`config.mk`:
```
export PLATFORM = sky130hd
export DESIGN_NAME = luhn_card_number_classifier
export DESIGN_NICKNAME = d
export VERILOG_FILES = /design/src/luhn_pkg.sv /design/src/luhn_bcd_conv.sv /design/src/luhn_digit_scan.sv /design/src/luhn_card_number_classifier.sv
export SDC_FILE = /design/constraint.sdc
export NUM_CORES = 1
export LEC_CHECK = 0
export ABC_AREA = 1
export BUFFER_PORTS_ARGS = -buffer_cell sky130_fd_sc_hd__buf_2
export CAP_MARGIN = 40
export CELL_PAD_IN_SITES_DETAIL_PLACEMENT = 1
export CELL_PAD_IN_SITES_GLOBAL_PLACEMENT = 2
export CORE_UTILIZATION = 41
export CTS_BUF_LIST = sky130_fd_sc_hd__clkbuf_16
export CTS_CLUSTER_SIZE = 20
export DETAILED_ROUTE_END_ITERATION = 10
export PLACE_DENSITY = 0.83
export SYNTH_ARGS = -nofsm -noshare
export SYNTH_HDL_FRONTEND = slang
export SYNTH_SLANG_ARGS = --single-unit
```
`constraint.sdc`:
```
create_clock -name clk -period 5.3 [get_ports clk]
set_input_delay 1.06 -clock clk [delete_from_list [all_inputs] [get_ports clk]]
set_output_delay 1.06 -clock clk [all_outputs]
set_load 0.02 [all_outputs]
```
`src/luhn_pkg.sv`:
```
// shared types and constants for the luhn card number classifier
`timescale 1ns / 1ps
`default_nettype none
package luhn_pkg;

	localparam int CARD_W         = 54;
	localparam int BCD_DIGITS     = 17;
	localparam int BCD_W          = 4 * BCD_DIGITS;
	localparam int COUNT_W        = 5;
	localparam int LEAD2_W        = 7;
	localparam int MAX_DIGITS_DEF = 16;
	localparam int CNT_W          = 6;

	localparam logic [3:0]         LEAD_BRAND_ONE = 4'd4;
	localparam logic [LEAD2_W-1:0] LEAD2_TWO_A    = 7'd34;
	localparam logic [LEAD2_W-1:0] LEAD2_TWO_B    = 7'd37;
	localparam logic [COUNT_W-1:0] LEN_ONE_SHORT  = 5'd13;
	localparam logic [COUNT_W-1:0] LEN_ONE_LONG   = 5'd16;
	localparam logic [COUNT_W-1:0] LEN_TWO        = 5'd15;

	typedef enum logic [1:0] {
		VERDICT_FAIL      = 2'd0,
		VERDICT_BRAND_ONE = 2'd1,
		VERDICT_BRAND_TWO = 2'd2,
		VERDICT_UNKNOWN   = 2'd3
	} verdict_t;

	typedef enum logic [2:0] {
		ST_IDLE,
		ST_CONV,
		ST_LOAD,
		ST_SCAN,
		ST_HOLD
	} state_t;

	typedef struct packed {
		logic load;
		logic step;
	} step_ctrl_t;

	typedef struct packed {
		verdict_t            verdict;
		logic [COUNT_W-1:0]  digit_count;
	} scan_result_t;

endpackage
`default_nettype wire

```
`src/luhn_bcd_conv.sv`:
```
// bit-serial binary to bcd converter (shift and add 3)
`timescale 1ns / 1ps
`default_nettype none
module luhn_bcd_conv (
	input  wire                                clk,
	input  wire luhn_pkg::step_ctrl_t          ctrl,
	input  wire [luhn_pkg::CARD_W-1:0]         card,
	output logic [luhn_pkg::BCD_W-1:0]         bcd
);

	logic [luhn_pkg::CARD_W-1:0] bin_q;
	logic [luhn_pkg::BCD_W-1:0]  bcd_q;
	logic [luhn_pkg::BCD_W-1:0]  adj;

	// add 3 to every digit of 5 or more before the shift
	always_comb begin
		for (int i = 0; i < luhn_pkg::BCD_DIGITS; i++) begin
			if (bcd_q[4*i +: 4] >= 4'd5) begin
				adj[4*i +: 4] = bcd_q[4*i +: 4] + 4'd3;
			end else begin
				adj[4*i +: 4] = bcd_q[4*i +: 4];
			end
		end
	end

	always_ff @(posedge clk) begin
		if (ctrl.load) begin
			bin_q <= card;
			bcd_q <= '0;
		end else if (ctrl.step) begin
			bin_q <= {bin_q[luhn_pkg::CARD_W-2:0], 1'b0};
			bcd_q <= {adj[luhn_pkg::BCD_W-2:0], bin_q[luhn_pkg::CARD_W-1]};
		end
	end

	assign bcd = bcd_q;

endmodule
`default_nettype wire

```
`src/luhn_digit_scan.sv`:
```
// digit-serial luhn sum, digit count and brand classification
`timescale 1ns / 1ps
`default_nettype none
module luhn_digit_scan #(
	parameter int MAX_DIGITS = luhn_pkg::MAX_DIGITS_DEF
) (
	input  wire                              clk,
	input  wire luhn_pkg::step_ctrl_t        ctrl,
	input  wire [luhn_pkg::BCD_W-1:0]        bcd,
	output luhn_pkg::scan_result_t           result
);

	logic [luhn_pkg::BCD_W-1:0]   dig_q;
	logic [luhn_pkg::COUNT_W-1:0] pos_q;
	logic [luhn_pkg::COUNT_W-1:0] count_q;
	logic [3:0]                   tot_q;
	logic [3:0]                   lead_q;
	logic [3:0]                   prev_q;
	logic [luhn_pkg::LEAD2_W-1:0] lead2_q;

	logic [3:0] d;
	logic [4:0] dbl;
	logic [3:0] v;
	logic [4:0] sum;
	logic [3:0] tot_next;
	logic [luhn_pkg::LEAD2_W-1:0] lead2_next;

	always_comb begin
		d   = dig_q[3:0];
		dbl = {d, 1'b0};
		if (!pos_q[0]) begin
			v = d;
		end else if (dbl > 5'd9) begin
			v = 4'(dbl - 5'd9);
		end else begin
			v = dbl[3:0];
		end
		sum = {1'b0, tot_q} + {1'b0, v};
		if (sum >= 5'd10) begin
			tot_next = 4'(sum - 5'd10);
		end else begin
			tot_next = sum[3:0];
		end
		// d * 10 + digit just below
		lead2_next = {d, 3'b000} + {2'b00, d, 1'b0} + {3'b000, prev_q};
	end

	always_ff @(posedge clk) begin
		if (ctrl.load) begin
			dig_q   <= bcd;
			pos_q   <= '0;
			count_q <= '0;
			tot_q   <= '0;
			lead_q  <= '0;
			prev_q  <= '0;
			lead2_q <= '0;
		end else if (ctrl.step) begin
			dig_q  <= {4'd0, dig_q[luhn_pkg::BCD_W-1:4]};
			pos_q  <= pos_q + 1'b1;
			tot_q  <= tot_next;
			prev_q <= d;
			if (d != 4'd0) begin
				count_q <= pos_q + 1'b1;
				lead_q  <= d;
				lead2_q <= lead2_next;
			end
		end
	end

	always_comb begin
		result.digit_count = count_q;
		priority if (count_q > luhn_pkg::COUNT_W'(MAX_DIGITS) || tot_q != 4'd0) begin
			result.verdict = luhn_pkg::VERDICT_FAIL;
		end else if (lead_q == luhn_pkg::LEAD_BRAND_ONE
				&& (count_q == luhn_pkg::LEN_ONE_SHORT || count_q == luhn_pkg::LEN_ONE_LONG)) begin
			result.verdict = luhn_pkg::VERDICT_BRAND_ONE;
		end else if (count_q == luhn_pkg::LEN_TWO
				&& (lead2_q == luhn_pkg::LEAD2_TWO_A || lead2_q == luhn_pkg::LEAD2_TWO_B)) begin
			result.verdict = luhn_pkg::VERDICT_BRAND_TWO;
		end else begin
			result.verdict = luhn_pkg::VERDICT_UNKNOWN;
		end
	end

endmodule
`default_nettype wire

```
`src/luhn_card_number_classifier.sv`:
```
// top level of the luhn card number classifier
// usage:
//   slave side takes one item per card number: s_tdata[53:0] is the number as an
//   unsigned binary integer, bits above are ignored
//   master side returns one item per card number: verdict and decimal digit count
//   the number is first turned into 17 bcd digits by shift and add 3, one input
//   bit per cycle, then the digits are walked from the least significant end,
//   one digit per cycle, building the luhn sum mod 10, the digit count and the
//   leading digits
// the bit-serial conversion and the digit-serial scan run one after the other and
//   share one step counter
// s_tready is high only while no item is at work, so one item is handled at a time
// stall: the result sits in an output register; a new item is accepted and
//   worked on while it waits, and its result is held until the register frees
// reset: arst_n clears the state machine and the output valid flag; the block
//   comes out of reset idle and ready
`timescale 1ns / 1ps
`default_nettype none
module luhn_card_number_classifier #(
	parameter int MAX_DIGITS = luhn_pkg::MAX_DIGITS_DEF
) (
	input  wire         clk,
	input  wire         arst_n,
	input  wire         s_tvalid,
	output logic        s_tready,
	input  wire  [55:0] s_tdata,   // [53:0] card_number, [55:54] zero fill
	output logic        m_tvalid,
	input  wire         m_tready,
	output logic [7:0]  m_tdata    // [1:0] verdict, [6:2] digit_count, [7] zero fill
);

	localparam logic [luhn_pkg::CNT_W-1:0] CONV_LAST = luhn_pkg::CNT_W'(luhn_pkg::CARD_W - 1);
	localparam logic [luhn_pkg::CNT_W-1:0] SCAN_LAST =
		luhn_pkg::CNT_W'(luhn_pkg::BCD_DIGITS - 1);

	luhn_pkg::state_t state_q, state_d;
	logic [luhn_pkg::CNT_W-1:0] cnt_q, cnt_d;

	luhn_pkg::step_ctrl_t conv_ctrl;
	luhn_pkg::step_ctrl_t scan_ctrl;
	logic [luhn_pkg::BCD_W-1:0] bcd;
	luhn_pkg::scan_result_t     result;

	logic                   out_valid_q;
	luhn_pkg::scan_result_t out_q;
	logic                   out_free;
	logic                   out_load;

	// output register frees when empty or taken this cycle
	assign out_free = !out_valid_q || m_tready;

	always_ff @(posedge clk or negedge arst_n) begin
		if (!arst_n) begin
			state_q <= luhn_pkg::ST_IDLE;
			cnt_q   <= '0;
		end else begin
			state_q <= state_d;
			cnt_q   <= cnt_d;
		end
	end

	always_comb begin
		state_d        = state_q;
		cnt_d          = cnt_q;
		s_tready       = 1'b0;
		conv_ctrl      = '0;
		scan_ctrl      = '0;
		out_load       = 1'b0;
		unique case (state_q)
			luhn_pkg::ST_IDLE: begin
				s_tready = 1'b1;
				if (s_tvalid) begin
					conv_ctrl.load = 1'b1;
					cnt_d          = '0;
					state_d        = luhn_pkg::ST_CONV;
				end
			end
			luhn_pkg::ST_CONV: begin
				conv_ctrl.step = 1'b1;
				cnt_d          = cnt_q + 1'b1;
				if (cnt_q == CONV_LAST) begin
					state_d = luhn_pkg::ST_LOAD;
				end
			end
			luhn_pkg::ST_LOAD: begin
				// bcd digits are final, hand them to the scanner
				scan_ctrl.load = 1'b1;
				cnt_d          = '0;
				state_d        = luhn_pkg::ST_SCAN;
			end
			luhn_pkg::ST_SCAN: begin
				scan_ctrl.step = 1'b1;
				cnt_d          = cnt_q + 1'b1;
				if (cnt_q == SCAN_LAST) begin
					state_d = luhn_pkg::ST_HOLD;
				end
			end
			luhn_pkg::ST_HOLD: begin
				// wait here while the previous result is still unread
				if (out_free) begin
					out_load = 1'b1;
					state_d  = luhn_pkg::ST_IDLE;
				end
			end
			default: begin
				state_d = luhn_pkg::ST_IDLE;
			end
		endcase
	end

	luhn_bcd_conv u_conv (
		.clk  (clk),
		.ctrl (conv_ctrl),
		.card (s_tdata[luhn_pkg::CARD_W-1:0]),
		.bcd  (bcd)
	);

	luhn_digit_scan #(
		.MAX_DIGITS (MAX_DIGITS)
	) u_scan (
		.clk    (clk),
		.ctrl   (scan_ctrl),
		.bcd    (bcd),
		.result (result)
	);

	always_ff @(posedge clk or negedge arst_n) begin
		if (!arst_n) begin
			out_valid_q <= 1'b0;
		end else if (out_load) begin
			out_valid_q <= 1'b1;
		end else if (m_tready) begin
			out_valid_q <= 1'b0;
		end
	end

	always_ff @(posedge clk) begin
		if (out_load) begin
			out_q <= result;
		end
	end

	assign m_tvalid = out_valid_q;
	assign m_tdata  = {1'b0, out_q.digit_count, out_q.verdict};

endmodule
`default_nettype wire

```
* Word level (Yosys, flattened, before mapping)
Cells that the tools add are included.
Word-level totals: output and inout bits 10, bits of input ports 60, logic and storage cells 137, flip-flop bits (word level) 236
Cells by class: eq/ne operators 16, reduce and logical (&&, ||, !) cells 19, order comparisons 20, add/subtract/negate cells 24, muxes and demuxes 43
Operators by type and width (count):
- 2-to-1 mux 68 bit | 2
- 2-to-1 mux 54 bit | 2
- 2-to-1 mux 4 bit | 19
- greater-or-equal comparator 4 x 3 -> 1 bit, second input constant | 17
- adder 4 x 2 -> 4 bit, second input constant | 16
- case mux 6 bit (3 select lines) | 1
- 2-to-1 mux 3 bit | 5
- case mux 3 bit (5 select lines) | 1
- equality test 7 x 6 -> 1 bit, second input constant | 2
- 2-to-1 mux 1 bit | 12
- equality test 5 x 4 -> 1 bit, second input constant | 2
- != test 2 bit, second input constant | 4
- nonzero test 4 bit | 2
- subtractor 4 bit, second input constant | 2
- adder 7 x 4 -> 7 bit | 1
- adder 7 x 5 -> 7 bit | 1
- adder 6 x 1 -> 6 bit, second input constant | 1
- equality test 3 x 2 -> 1 bit, second input constant | 2
- equality test 6 x 5 -> 1 bit, second input constant | 1
- equality test 6 bit, second input constant | 1
- 2-to-1 mux 6 bit | 1
- nonzero test 2 bit | 3
- adder 4 x 4 -> 5 bit | 1
- adder 5 x 1 -> 5 bit, second input constant | 1
- other kinds (16) | 22

* Logic depth before layout (Yosys ltp)
word-level depth 6, depth in mapped cells 21, depth with buffers taken out 21

* Hierarchy
From an unflattened synthesis, not the netlist that was laid out.
Second synthesis, totals: cell total of the unflattened synthesis 1403, area total of the unflattened synthesis 11584.9 um^2
Modules (own cells, without submodules):
- luhn_bcd_conv | times used 1, area an instance 6094.6 um^2, sequential area each 2982.9 um^2, cells each 800
- luhn_digit_scan | times used 1, area an instance 4590.7 um^2, sequential area each 2622.5 um^2, cells each 502
- luhn_card_number_classifier | times used 1, area an instance 899.6 um^2, sequential area each 460.4 um^2, cells each 101

* Worst setup path after synthesis
OpenSTA, ideal clock, no wires.
path kind register to register, from register state_q[1], to register u_scan.dig_q[11] (netlist bit), data pin, cell stages (with the launch flop) 10, library setup time 264 ps, clock period less this slack 2799 ps, buffers on the path 2, data required time 5036 ps, slack 2501 ps, arrival time 2535 ps, cell sequence dfrtp_1 > inv_2 > nor2_4 > inv_2 > nor2_8 > inv_2 > buf_2 > buf_2 > nand2_1 > o21ai_0
On the way: cells in the longest elaborated chain, start to end 3
Ends and longest elaborated chain:
- from (decl) | line luhn_card_number_classifier.sv:36 | luhn_pkg::state_t state_q, state_d;
- from (signal assigned) | line luhn_card_number_classifier.sv:54 | state_q <= luhn_pkg::ST_IDLE;
- from (signal assigned) | line luhn_card_number_classifier.sv:57 | state_q <= state_d;
- equality test 3 x 2 -> 1 bit | line luhn_card_number_classifier.sv:69 | unique case (state_q)
- 2-to-1 mux 1 bit | line luhn_card_number_classifier.sv:69
- 2-to-1 mux 68 bit | line luhn_digit_scan.sv:49 | if (ctrl.load) begin
- to (signal assigned) | line luhn_digit_scan.sv:58 | dig_q <= {4'd0, dig_q[luhn_pkg::BCD_W-1:4]};
- to (decl) | line luhn_digit_scan.sv:13 | logic [luhn_pkg::BCD_W-1:0] dig_q;
Every way passes these cells. A chain may end at the register's enable or synchronous reset.

* Worst setup path in the final report
from register u_scan.dig_q[0] (netlist bit), to register u_scan.tot_q[2]
On the way: cells in the longest elaborated chain, start to end 6, elaborated cells between the ends (all ways) 8, those cells by class 3 x add/sub; 2 x order compare; 3 x mux
Ends and longest elaborated chain:
- subtractor 4 bit or greater-than comparator 5 x 4 -> 1 bit (tied branches) | line luhn_digit_scan.sv:34, luhn_digit_scan.sv:33
- 2-to-1 mux 4 bit | line luhn_digit_scan.sv:33 | end else if (dbl > 5'd9) begin
- 2-to-1 mux 4 bit * | line luhn_digit_scan.sv:31 | if (!pos_q[0]) begin
- adder 4 x 4 -> 5 bit * | line luhn_digit_scan.sv:38 | sum = {1'b0, tot_q} + {1'b0, v};
- subtractor 4 bit or greater-or-equal comparator 5 x 4 -> 1 bit (tied branches) | line luhn_digit_scan.sv:40, luhn_digit_scan.sv:39
- 2-to-1 mux 4 bit * | line luhn_digit_scan.sv:39 | if (sum >= 5'd10) begin
- to (signal assigned) | line luhn_digit_scan.sv:60 | tot_q <= tot_next;
- to (decl) | line luhn_digit_scan.sv:16 | logic [3:0] tot_q;
Mark *: on every way between the ends. The rest lies on a longest branch, timed or not.

==> results.md <==
* Drc violations at 1
* Initial core utilization at 0.423
* Placer congestion estimate at 0.779
* Number of max-cap violations at 0
* Run status: finished with violations
* Sw Share at 0.397
* Maximum cell stage delay along the critical path at 0.49 ns
* Proportion of register bits with asynchronous set or reset after synthesis at 0.0424
* Maximum achievable frequency at 0.316 GHz
* Skew final at 0.0276 ns
* Distinct cells, synth at 32
* Total routing usage reported by global routing at 0.183
* Net switching component of the power at 3.34 mW
* Floorplan die area at 0.0277 sq mm
* Setup repair after global routing missed its margin: false
* Number of nets in the final layout at 1,419
* Final hold violation count at 0
* Cell area reported after detailed placement at 0.0118 sq mm
* Iteration-0 DRC Markers at 319
* Clock tree from TritonCTS: done
* Crit-path max FO at 6
* Width of the die at 167 um
* Fraction of final layout cells sized beyond drive strength 1 at 0.0904
* Maximum clock insertion buffer count at 3
* Most common cell in the synthesized netlist: nand2_1
* Share of power burned in the clock network at 0.209
* Total Wirelength at 24,900 um
* Final TNS setup at 0 ns
* Number of cells produced by synthesis at 1,246
* Worst-case hold slack at 0.380 ns
* Clock sinks at 236
* Shortest period the worst path allows at 3.16 ns
* FP Rows at 59
* CTS HTree Levels at 1
* CP required at 5.71 ns
* Final antenna-violating net count at 0
* Synth-to-layout area growth at 13.3%
* Type of the most critical hold path: in2async
* Post-synthesis sequential area ratio at 0.546
* Synthesized area per cell at 8.91 sq um
* Leading cell types by total area after synthesis: edfxtp_1 (35%), dfxtp_1 (17%), nand2_1 (12%)
* First-pass GRT wire length at 42,200 um
* Number of top-level design ports at 70
* Beginning of the critical path: u_scan.dig_q[0]
* Yosys top cell area share at 0.349
* Worst slew margin at 0.413
* Number of flops mapped to enable cells by yosys at 129
* Routed vias/inst at 5.04
* CP max-delay cell: edfxtp_1
* Worst IR Drop VDD at 319 uV
* Count of final setup violators at 0
* Critical path arrival at 3.57 ns
* Cell Count, Final, Fillers Out at 1,662
* Ys Warns at 0
* CP Class: reg2reg
* Via count of the first global-routing pass at 8,602
* Category of the worst setup path capture point: flip-flop
* Lkg Pwr at 5.57 nW
* Input/output buffers at 66
* Post-synthesis net count at 1,360
* Internal power component at 5.07 mW
* Floorplan Core Area at 0.0263 sq mm
* Start of the worst register-to-register path: u_scan.dig_q[0]
* Final Instance Area at 0.0126 sq mm
* Final period util at 0.596
* Chip Height at 167 um
* Routed vias at 8,370
* Post-synth top flop: edfxtp_1
* Gates resized, CTS repair at 0
* Number of antenna violations at the first check in global routing at 1
* Number of placed instances with taps included at 1,610
* Library cell occupying the most area in the post-synthesis netlist: edfxtp_1
* Failing checks: DRC
* Cell Area, Synth at 0.0111 sq mm
* Number of iterations in the first detailed-routing pass at 7
* Total setup buffers inserted after CTS at 0
* Remaining global-route overflow at 0
* Sequential fraction of design power at 0.406
* Commonest cells in the synthesized netlist: nand2_1 (343), o21ai_0 (197), inv_1 (142)
* Element type at the critical path start: flip-flop
* Portion of total power attributed to combinational logic at 0.385
* Routed length per placed instance at 15.0 um
* Total power per unit cell area at 668 mW/mm^2
* Worst path cell trace: inv_1 -> ha_1 -> inv_1 -> a21oi_1 -> inv_1 -> nand2_1 -> o21ai_0 -> ha_1 -> inv_1 -> fa_1 -> inv_1 -> nand2_1 -> nand2_1 -> inv_1 -> ha_1 -> nand2_1 -> nand3_1 -> nand3_1 -> nand2_1 -> nor2_1 -> nor2_1
* Most used cell, CP: inv_1
* Num CTS Buffers at 28
* Pin slew with the least headroom to its limit at 0.881 ns
* Share of the core filled with cells at 0.479
* Largest net degree at the start of global routing at 78
* Post-CTS Hold Fix Bufs at 0
* Flops & latches, synth at 236
* Count of antenna diodes in the layout at 0
* Clock latency of the later-clocked register in the worst-skew pair at 0.55 ns
* Number of pins exceeding their max-slew limit in the final report at 0
* Count of filler cells inserted in the layout at 3,058
* Post-DP HPWL at 15,700 um
* Clock root buffer: clkbuf_16
* Clock slew at the register clock pins of the worst setup and hold paths at 0.06 ns
## path summary, 6_finish.rpt
check,endpoint,slack [ns],cells after the start
min reg2reg,u_scan.prev_q[0],0.46,2
max in group asynchronous,state_q[1],4.71,1
max,u_scan.tot_q[2],2.14,21
min,cnt_q[4],0.38,1
min in group clk,u_scan.prev_q[0],0.46,2
max reg2reg,u_scan.tot_q[2],2.14,21
## flip-flops by register name, summed over array words and instances (netlist names)
| signal | count |
|---|---|
| u_conv.bcd | 68 |
| u_scan.lead2_q | 7 |
| m_tvalid | 1 |
| u_scan.prev_q | 4 |
| u_conv.bin_q | 54 |
| u_scan.tot_q | 4 |
| u_scan.count_q | 5 |
| u_scan.pos_q | 5 |
| cnt_q | 6 |
| m_tdata | 7 |
| u_scan.lead_q | 4 |
| state_q | 3 |
| u_scan.dig_q | 68 |
## metal layers
metal / track usage / routed length (um) / share of wire
met5: 0 / 13 / 0.00052
met4: 0.0431 / 501 / 0.020
met3: 0.0242 / 616 / 0.025
met2: 0.320 / 12000 / 0.48
met1: 0.239 / 11800 / 0.47
## metrics by stage
step / power [mW] / worst slack (ns)
floorplan: 5.76 / 2.50
global route: 9.19 / 1.85
detailed placement: 6.73 / 2.18
global placement: 6.56 / 2.23
CTS: 8.57 / 2.11
finish: 8.41 / 2.14
## cell usage in the layout, fill, tap and decap left out, types with 30 or more instances in the layout
cell type and n:
o21ai_0 197, ha_1 51, edfxtp_1 129, nand2_1 343, nand3_1 44, nor2_1 36, a21oi_1 66, xor2_1 30
inv_1 156, buf_2 66, dfxtp_1 97
## critical path: cells and delay by family, from the launching register on
family                     cells  cell delay, ns
adders and majority gates      4            1.08
and+or+nand+nor                9            0.78
buffers and inverters          6            0.51
DFF                            1            0.49
AOI/OAI and AO/OA              2            0.18
## final cells by class
cell class	count	area (sq um)	share of cell area
Sequential cell	236	6070	0.482
Multi-Input combinational cell	816	4270	0.339
Clock buffer	28	701	0.0557
Inverter	148	557	0.0442
Timing Repair Buffer	75	438	0.0348
Tap cell	335	419	0.0333
Clock inverter	24	135	0.0107
## power groups by stage
stage	logic, mW	registers, mW	clock network, mW
6_report	3.24	3.41	1.76
5_1_grt	3.80	3.51	1.88
4_1_cts	3.33	3.42	1.82
3_5_place_dp	3.29	3.45	0
3_3_place_gp	3.12	3.43	0
2_1_floorplan	2.42	3.34	0
## kinds of logic after synthesis
group / synth area share
AO/OA/AOI/OAI: 0.138
XOR/XNOR: 0.0260
adder cells (fa/ha/maj): 0.0629
buffers and inverters: 0.0696
flip-flops: 0.546
other: 0.000338
AND/OR/NAND/NOR: 0.157
Note: power is estimated with default switching activity, not from simulation.
